$ cat src/hdl/avkf_pkg.sv
// shared types, constants and the micro-program of the altitude kalman filter
package avkf_pkg;

    typedef struct packed {
        logic [1:0]         kind;
        logic [19:0]        time_step;
        logic signed [31:0] accel_in;
        logic signed [31:0] altitude_in;
    } in_word_t;

    typedef struct packed {
        logic signed [31:0] altitude_out;
        logic signed [31:0] velocity_out;
        logic [1:0]         status;
    } out_word_t;

    localparam logic [1:0] KIND_INIT    = 2'd0;
    localparam logic [1:0] KIND_PREDICT = 2'd1;
    localparam logic [1:0] KIND_UPDATE  = 2'd2;

    localparam logic [1:0] ST_APPLIED   = 2'd0;
    localparam logic [1:0] ST_NOT_INIT  = 2'd1;
    localparam logic [1:0] ST_ZERO_STEP = 2'd2;
    localparam logic [1:0] ST_CLAMPED   = 2'd3;

    localparam logic CFG_SIGMA_ACCEL = 1'b0;
    localparam logic CFG_SIGMA_BARO  = 1'b1;

    localparam logic [23:0] SIGMA_RESET  = 24'd65536;
    localparam logic [19:0] STEP_LIMIT   = 20'd32768;
    localparam logic [15:0] STEP_CLAMPED = 16'd655;

    localparam logic signed [47:0] ONE_Q32  = 48'sh0001_0000_0000;
    localparam logic signed [47:0] HALF_Q32 = 48'sh0000_8000_0000;

    localparam logic signed [65:0] S32_MAX = 66'sd2147483647;
    localparam logic signed [65:0] S32_MIN = -66'sd2147483648;
    localparam logic signed [65:0] S48_MAX = 66'sd140737488355327;
    localparam logic signed [65:0] S48_MIN = -66'sd140737488355328;

    typedef enum logic [1:0] {
        UOP_MUL   = 2'd0,
        UOP_DIV   = 2'd1,
        UOP_APPLY = 2'd2
    } uop_kind_t;

    typedef enum logic [2:0] {
        AP_NONE      = 3'd0,
        AP_INIT      = 3'd1,
        AP_PREDICT   = 3'd2,
        AP_UPD_SETUP = 3'd3,
        AP_UPDATE    = 3'd4
    } apply_t;

    typedef enum logic [4:0] {
        OP_NONE = 5'd0,
        OP_D    = 5'd1,
        OP_A    = 5'd2,
        OP_DT2  = 5'd3,
        OP_DT3  = 5'd4,
        OP_DT4  = 5'd5,
        OP_AV   = 5'd6,
        OP_P0   = 5'd7,
        OP_P1   = 5'd8,
        OP_P2   = 5'd9,
        OP_P3   = 5'd10,
        OP_VEL  = 5'd11,
        OP_F01  = 5'd12,
        OP_K0   = 5'd13,
        OP_K1   = 5'd14,
        OP_Y    = 5'd15,
        OP_SA   = 5'd16,
        OP_SB   = 5'd17
    } opnd_t;

    typedef enum logic [4:0] {
        DST_NONE = 5'd0,
        DST_DT2  = 5'd1,
        DST_DT3  = 5'd2,
        DST_DT4  = 5'd3,
        DST_Q00  = 5'd4,
        DST_Q01  = 5'd5,
        DST_Q11  = 5'd6,
        DST_T0   = 5'd7,
        DST_T1   = 5'd8,
        DST_T2   = 5'd9,
        DST_T3   = 5'd10,
        DST_T4   = 5'd11,
        DST_T5   = 5'd12,
        DST_K0   = 5'd13,
        DST_K1   = 5'd14,
        DST_AV   = 5'd15,
        DST_BV   = 5'd16
    } dst_t;

    // product is rounded to nearest and shifted right by this many bits
    typedef enum logic [2:0] {
        SH_0  = 3'd0,
        SH_16 = 3'd1,
        SH_32 = 3'd2,
        SH_33 = 3'd3,
        SH_49 = 3'd4,
        SH_66 = 3'd5
    } shift_t;

    typedef struct packed {
        uop_kind_t kind;
        opnd_t     a_sel;
        opnd_t     b_sel;
        shift_t    shift;
        dst_t      dst;
        apply_t    apply;
        logic      last;
    } uop_t;

    typedef struct packed {
        logic      load;
        logic      mul_start;
        logic      div_start;
        logic      apply_en;
        opnd_t     a_sel;
        opnd_t     b_sel;
        shift_t    shift;
        dst_t      dst;
        apply_t    apply;
        logic      emit;
        logic [1:0] status;
    } cmd_t;

    typedef struct packed {
        logic mul_done;
        logic div_done;
        logic ready_flag;
        logic s_pos;
        logic out_free;
    } stat_t;

    localparam int PC_W = 5;
    localparam logic [PC_W-1:0] PC_INIT    = 5'd0;
    localparam logic [PC_W-1:0] PC_PREDICT = 5'd3;
    localparam logic [PC_W-1:0] PC_UPDATE  = 5'd16;

    function automatic uop_t mk_mul(opnd_t a, opnd_t b, shift_t sh, dst_t d);
        uop_t u;
        u.kind  = UOP_MUL;
        u.a_sel = a;
        u.b_sel = b;
        u.shift = sh;
        u.dst   = d;
        u.apply = AP_NONE;
        u.last  = 1'b0;
        return u;
    endfunction

    function automatic uop_t mk_div(opnd_t a, dst_t d);
        uop_t u;
        u.kind  = UOP_DIV;
        u.a_sel = a;
        u.b_sel = OP_NONE;
        u.shift = SH_0;
        u.dst   = d;
        u.apply = AP_NONE;
        u.last  = 1'b0;
        return u;
    endfunction

    function automatic uop_t mk_apply(apply_t ap, logic last);
        uop_t u;
        u.kind  = UOP_APPLY;
        u.a_sel = OP_NONE;
        u.b_sel = OP_NONE;
        u.shift = SH_0;
        u.dst   = DST_NONE;
        u.apply = ap;
        u.last  = last;
        return u;
    endfunction

    function automatic uop_t uop_at(logic [PC_W-1:0] pc);
        uop_t u;
        unique case (pc)
            // init
            5'd0:  u = mk_mul(OP_SA, OP_SA, SH_0, DST_AV);
            5'd1:  u = mk_mul(OP_SB, OP_SB, SH_0, DST_BV);
            5'd2:  u = mk_apply(AP_INIT, 1'b1);
            // predict
            5'd3:  u = mk_mul(OP_D, OP_D, SH_0, DST_DT2);
            5'd4:  u = mk_mul(OP_DT2, OP_D, SH_0, DST_DT3);
            5'd5:  u = mk_mul(OP_DT2, OP_DT2, SH_0, DST_DT4);
            5'd6:  u = mk_mul(OP_AV, OP_DT4, SH_66, DST_Q00);
            5'd7:  u = mk_mul(OP_AV, OP_DT3, SH_49, DST_Q01);
            5'd8:  u = mk_mul(OP_AV, OP_DT2, SH_32, DST_Q11);
            5'd9:  u = mk_mul(OP_P2, OP_D, SH_16, DST_T0);
            5'd10: u = mk_mul(OP_P3, OP_D, SH_16, DST_T1);
            5'd11: u = mk_mul(OP_VEL, OP_D, SH_16, DST_T2);
            5'd12: u = mk_mul(OP_A, OP_DT2, SH_33, DST_T3);
            5'd13: u = mk_mul(OP_A, OP_D, SH_16, DST_T4);
            5'd14: u = mk_mul(OP_F01, OP_D, SH_16, DST_T5);
            5'd15: u = mk_apply(AP_PREDICT, 1'b1);
            // update
            5'd16: u = mk_apply(AP_UPD_SETUP, 1'b0);
            5'd17: u = mk_div(OP_P0, DST_K0);
            5'd18: u = mk_div(OP_P2, DST_K1);
            5'd19: u = mk_mul(OP_K0, OP_Y, SH_32, DST_T0);
            5'd20: u = mk_mul(OP_K1, OP_Y, SH_32, DST_T1);
            5'd21: u = mk_mul(OP_K0, OP_P0, SH_32, DST_T2);
            5'd22: u = mk_mul(OP_K0, OP_P1, SH_32, DST_T3);
            5'd23: u = mk_mul(OP_K1, OP_P0, SH_32, DST_T4);
            5'd24: u = mk_mul(OP_K1, OP_P1, SH_32, DST_T5);
            5'd25: u = mk_apply(AP_UPDATE, 1'b1);
            default: u = mk_apply(AP_NONE, 1'b1);
        endcase
        return u;
    endfunction

    function automatic logic signed [31:0] sat32(logic signed [65:0] x);
        if (x > S32_MAX)
            return 32'sh7FFF_FFFF;
        else if (x < S32_MIN)
            return 32'sh8000_0000;
        else
            return x[31:0];
    endfunction

    function automatic logic signed [47:0] sat48(logic signed [65:0] x);
        if (x > S48_MAX)
            return 48'sh7FFF_FFFF_FFFF;
        else if (x < S48_MIN)
            return 48'sh8000_0000_0000;
        else
            return x[47:0];
    endfunction

endpackage

$ cat src/hdl/avkf_ctrl.sv
// controller: decodes the word kind and steps the micro-program through the datapath
module avkf_ctrl
    import avkf_pkg::*;
(
    input  logic        clk,
    input  logic        rst_n,
    input  logic        in_valid,
    output logic        in_stall,
    input  logic [1:0]  in_kind,
    input  logic [19:0] in_step,
    output cmd_t        cmd,
    input  stat_t       stat
);

    typedef enum logic [3:0] {
        S_IDLE   = 4'b0001,
        S_ISSUE  = 4'b0010,
        S_WAIT   = 4'b0100,
        S_FINISH = 4'b1000
    } state_t;

    state_t          state_reg, state_next;
    logic [PC_W-1:0] pc_reg, pc_next;
    logic [1:0]      status_reg, status_next;
    uop_t            uop;
    logic            op_done;

    always_comb
    begin
        uop         = uop_at(pc_reg);
        state_next  = state_reg;
        pc_next     = pc_reg;
        status_next = status_reg;
        op_done     = 1'b0;

        cmd.load      = 1'b0;
        cmd.mul_start = 1'b0;
        cmd.div_start = 1'b0;
        cmd.apply_en  = 1'b0;
        cmd.a_sel     = uop.a_sel;
        cmd.b_sel     = uop.b_sel;
        cmd.shift     = uop.shift;
        cmd.dst       = uop.dst;
        cmd.apply     = uop.apply;
        cmd.emit      = 1'b0;
        cmd.status    = status_reg;

        in_stall = (state_reg != S_IDLE);

        unique case (state_reg)
            S_IDLE:
            begin
                if (in_valid)
                begin
                    cmd.load    = 1'b1;
                    status_next = ST_APPLIED;
                    state_next  = S_FINISH;
                    unique case (in_kind)
                        KIND_INIT:
                        begin
                            pc_next    = PC_INIT;
                            state_next = S_ISSUE;
                        end
                        KIND_PREDICT:
                        begin
                            if (!stat.ready_flag)
                                status_next = ST_NOT_INIT;
                            else if (in_step == '0)
                                status_next = ST_ZERO_STEP;
                            else
                            begin
                                if (in_step > STEP_LIMIT)
                                    status_next = ST_CLAMPED;
                                pc_next    = PC_PREDICT;
                                state_next = S_ISSUE;
                            end
                        end
                        KIND_UPDATE:
                        begin
                            if (!stat.ready_flag)
                                status_next = ST_NOT_INIT;
                            else
                            begin
                                pc_next    = PC_UPDATE;
                                state_next = S_ISSUE;
                            end
                        end
                        default: state_next = S_FINISH;
                    endcase
                end
            end
            S_ISSUE:
            begin
                case (uop.kind)
                    UOP_MUL:   cmd.mul_start = 1'b1;
                    UOP_DIV:   cmd.div_start = 1'b1;
                    default:   cmd.apply_en  = 1'b1;
                endcase
                state_next = S_WAIT;
            end
            S_WAIT:
            begin
                case (uop.kind)
                    UOP_MUL: op_done = stat.mul_done;
                    UOP_DIV: op_done = stat.div_done;
                    default: op_done = 1'b1;
                endcase
                if (op_done)
                begin
                    // a non-positive innovation variance leaves the state untouched
                    if (uop.last || (uop.kind == UOP_APPLY && uop.apply == AP_UPD_SETUP
                                     && !stat.s_pos))
                        state_next = S_FINISH;
                    else
                    begin
                        pc_next    = pc_reg + 5'd1;
                        state_next = S_ISSUE;
                    end
                end
            end
            S_FINISH:
            begin
                if (stat.out_free)
                begin
                    cmd.emit   = 1'b1;
                    state_next = S_IDLE;
                end
            end
            default: state_next = S_IDLE;
        endcase
    end

    always_ff @(posedge clk or negedge rst_n)
    begin
        if (!rst_n)
        begin
            state_reg  <= S_IDLE;
            pc_reg     <= '0;
            status_reg <= ST_APPLIED;
        end
        else
        begin
            state_reg  <= state_next;
            pc_reg     <= pc_next;
            status_reg <= status_next;
        end
    end

endmodule

$ cat config.mk
export PLATFORM = sky130hd
export DESIGN_NAME = avkf_ctrl
export DESIGN_NICKNAME = d
export VERILOG_FILES = /design/src/hdl/avkf_pkg.sv /design/src/hdl/avkf_ctrl.sv
export SDC_FILE = /design/constraint.sdc
export NUM_CORES = 1
export LEC_CHECK = 0
export ABC_CLOCK_PERIOD_IN_PS = 6300
export BUFFER_PORTS_ARGS = -buffer_cell sky130_fd_sc_hd__buf_2
export CORE_AREA = 2 2 62 53
export CTS_BUF_LIST = sky130_fd_sc_hd__clkbuf_8 sky130_fd_sc_hd__clkbuf_16
export DETAILED_ROUTE_END_ITERATION = 10
export DIE_AREA = 0 0 64 55
export PLACE_DENSITY = 0.81
export RECOVER_POWER = 100
export SYNTH_ARGS = -nofsm -noshare
export SYNTH_HDL_FRONTEND = slang
export SYNTH_SLANG_ARGS = --single-unit
$ cat constraint.sdc
create_clock -name clk -period 6.3 [get_ports clk]
set_clock_uncertainty 0.1 [all_clocks]
set_input_delay 0.945 -clock clk [delete_from_list [all_inputs] [get_ports clk]]
set_output_delay 0.945 -clock clk [all_outputs]
set_load 0.01 [all_outputs]
==> impl_metrics.ini <==
[drt]
antenna_left = 0
viasPerCell = 5.80
vias = 1682
drt-wirelength-per-cell_um = 13.5
drt_wl_total_um = 3920
first_iter_violations = 111
drt_first_pass_iters = 4
drc = 0

[logic_synthesis]
ys_seq_area_share_pct = 18.8
yosysWarnings = 0
synth_area_per_cell_sq_um = 7.29
synth_edf_count = 0
ys_ff_latch = 11
syn_inst = 202
synth_ff_type = dfrtp_1
async_flop_share_pct = 100
synth.distinct_cells = 56
synth_nets = 244
netlist_area_sq_mm = 0.00147

[global_routing]
grt_pass1_wl_um = 6340
gr-total-overflow = 0
track_usage_pct = 23.0
antenna_found_initial = 0
grt_max_degree = 37
grt_pass1_vias = 1397

[timing]
setup_violations = 0
fin_crit_sh_pct = 52.6
fin_setup_tns_ns = 0
hold_viol = 0
maxSlewViolCount = 0
rsz0062_at_grt = false
setup_ws_ns = 2.99
worst_slew_pin_slew_ns = 0.963
relSlewSlack_pct = 35.8
fmax_mhz = 302
timing.final.crit_period_ns = 3.31

[clock_network]
cts_buffers = 3
h-tree-depth = 1
cts_root_buffer = clkbuf_8
insertion_delay_ns = 0.24
cts.path.max_buffers = 2
postCtsResizedCells = 0
cts_sinks = 11
cts_setup_buffers = 0
cts_tree = built
ctsHoldBuffers = 0
clk_pin_slew_ns = 0.05

[run]
max_cap_violations = 0

[power]
p_leak_nw = 0.748
powerDensity_mw_per_mm2 = 367
vdd_drop_max_v = 0.000209

[floorplan]
die_w_um = 64
coreArea_sq_mm = 0.00291
chipHeight_um = 55
initial_core_util_pct = 50.7
fp.dieArea_sq_mm = 0.00352
rows = 18
boundaryPins = 59

[finish]
largest_reg_flops = 5
areaGrowthSynthToFinish_pct = 18.5
antennaDiodeCount = 0
final_cells = 290
final_nets = 293
final_layout_size_suffix_gt1_share_pct = 17.2
mostFrequentLayoutCell = buf_2
final_cell_mix = buf_2 (31), clkbuf_1 (27), nor2_1 (24)

[critical_path]
reg2reg_depth = 7
critPathLaunchType = flop
cp_max_fo = 31
cp.arrival_ns = 2.27
critPathKind = flop to output port
critPathRequiredTime_ns = 5.25
end_kind = output port
r2r_setup_slack_ns = 3.34

[placed_design]
dp_slack_ns = 3.28
dp_cells = 286
port_buffers = 58
place.gp.congestion = 0.880
hpwl_um = 2980

[outcome]
status = finished, final reports clean

[min_path]
worstHoldPathType = flop to flop
whs_path_depth = 2
report_power, final:
| part | internal (mW) | switching (mW) | leakage, nW |
|---|---|---|---|
| combinational | 0.163 | 0.255 | 0.578 |
| clock | 0.0427 | 0.0258 | 0.0269 |
| sequential | 0.0915 | 0.0629 | 0.144 |
logic make-up (layout without fill, tap and decap cells):
logic type,after synthesis,after routing,synth area share [%]
AND/OR/NAND/NOR,78,78,28.9
AO/OA/AOI/OAI,70,70,31.4
buffers and inverters,26,74,7.39
adder cells (fa/ha/maj),12,12,10.2
flip-flops,11,11,18.8
multiplexers,4,4,2.72
XOR/XNOR,1,1,0.595
worst paths after layout:
| path | end | start |
|---|---|---|
| min | status_reg[1]$_DFFE_PN0P_ | status_reg[1]$_DFFE_PN0P_ |
| max | cmd[20] | pc_reg[3]$_DFFE_PN0P_ |
| max in group asynchronous | pc_reg[1]$_DFFE_PN0P_ | rst_n |
| min in group asynchronous | pc_reg[3]$_DFFE_PN0P_ | rst_n |
| max reg2reg | pc_reg[3]$_DFFE_PN0P_ | pc_reg[1]$_DFFE_PN0P_ |
| min reg2reg | status_reg[1]$_DFFE_PN0P_ | status_reg[1]$_DFFE_PN0P_ |
critical path, stage by stage, from the launching register on:
cell and delay (ns):
dfrtp_1 0.90, clkinv_1 0.46, o21ai_0 0.25, o21ai_0 0.10, o21ai_0 0.15, clkbuf_1 0.17
final cells by class:
| type | instances | area, sq um |
|---|---|---|
| clock inverter | 1 | 3.75 |
| tap | 40 | 50.0 |
| multi-input combinational | 165 | 1070 |
| timing repair buffer | 59 | 264 |
| clock buffer | 3 | 41.3 |
| inverter | 11 | 41.3 |
| sequential | 11 | 277 |
| fill | 305 | 1160 |
per-layer routing:
layer	vias up	global-route usage, %	share of wire (%)
met5	-	0	0
met4	0	3.99	0.36
met3	2	4.05	6.2
met2	73	37.3	47
met1	756	32.6	47
li1	851	-	-
stage by stage:
stage               power (mW)  utilization, %  area, sq um  hold WS, ns
floorplan                0.462               -         1470        0.414
global placement         0.588            60.3         1750        0.366
detailed placement       0.596            60.3         1750        0.373
CTS                      0.666            61.9         1800        0.384
global route             0.708            60.1         1750        0.416
finish                   0.641            60.1         1750        0.383
synthesized netlist by cell type, types with 4 or more instances:
| cell | count | area share [%] |
|---|---|---|
| a21oi_1 | 16 | 5.4 |
| clkbuf_1 | 9 | 2.3 |
| dfrtp_1 | 10 | 17 |
| ha_1 | 12 | 10 |
| inv_1 | 9 | 2.3 |
| mux2i_1 | 4 | 2.7 |
| nand2_1 | 19 | 4.8 |
| nand3_1 | 4 | 1.4 |
| nor2_1 | 23 | 5.9 |
| nor3_1 | 5 | 1.7 |
| nor4_1 | 6 | 2.5 |
| o21a_1 | 4 | 2.0 |
| o21ai_0 | 22 | 7.5 |
| o31ai_1 | 4 | 2.0 |
Note: power is estimated with default switching activity, not from simulation.
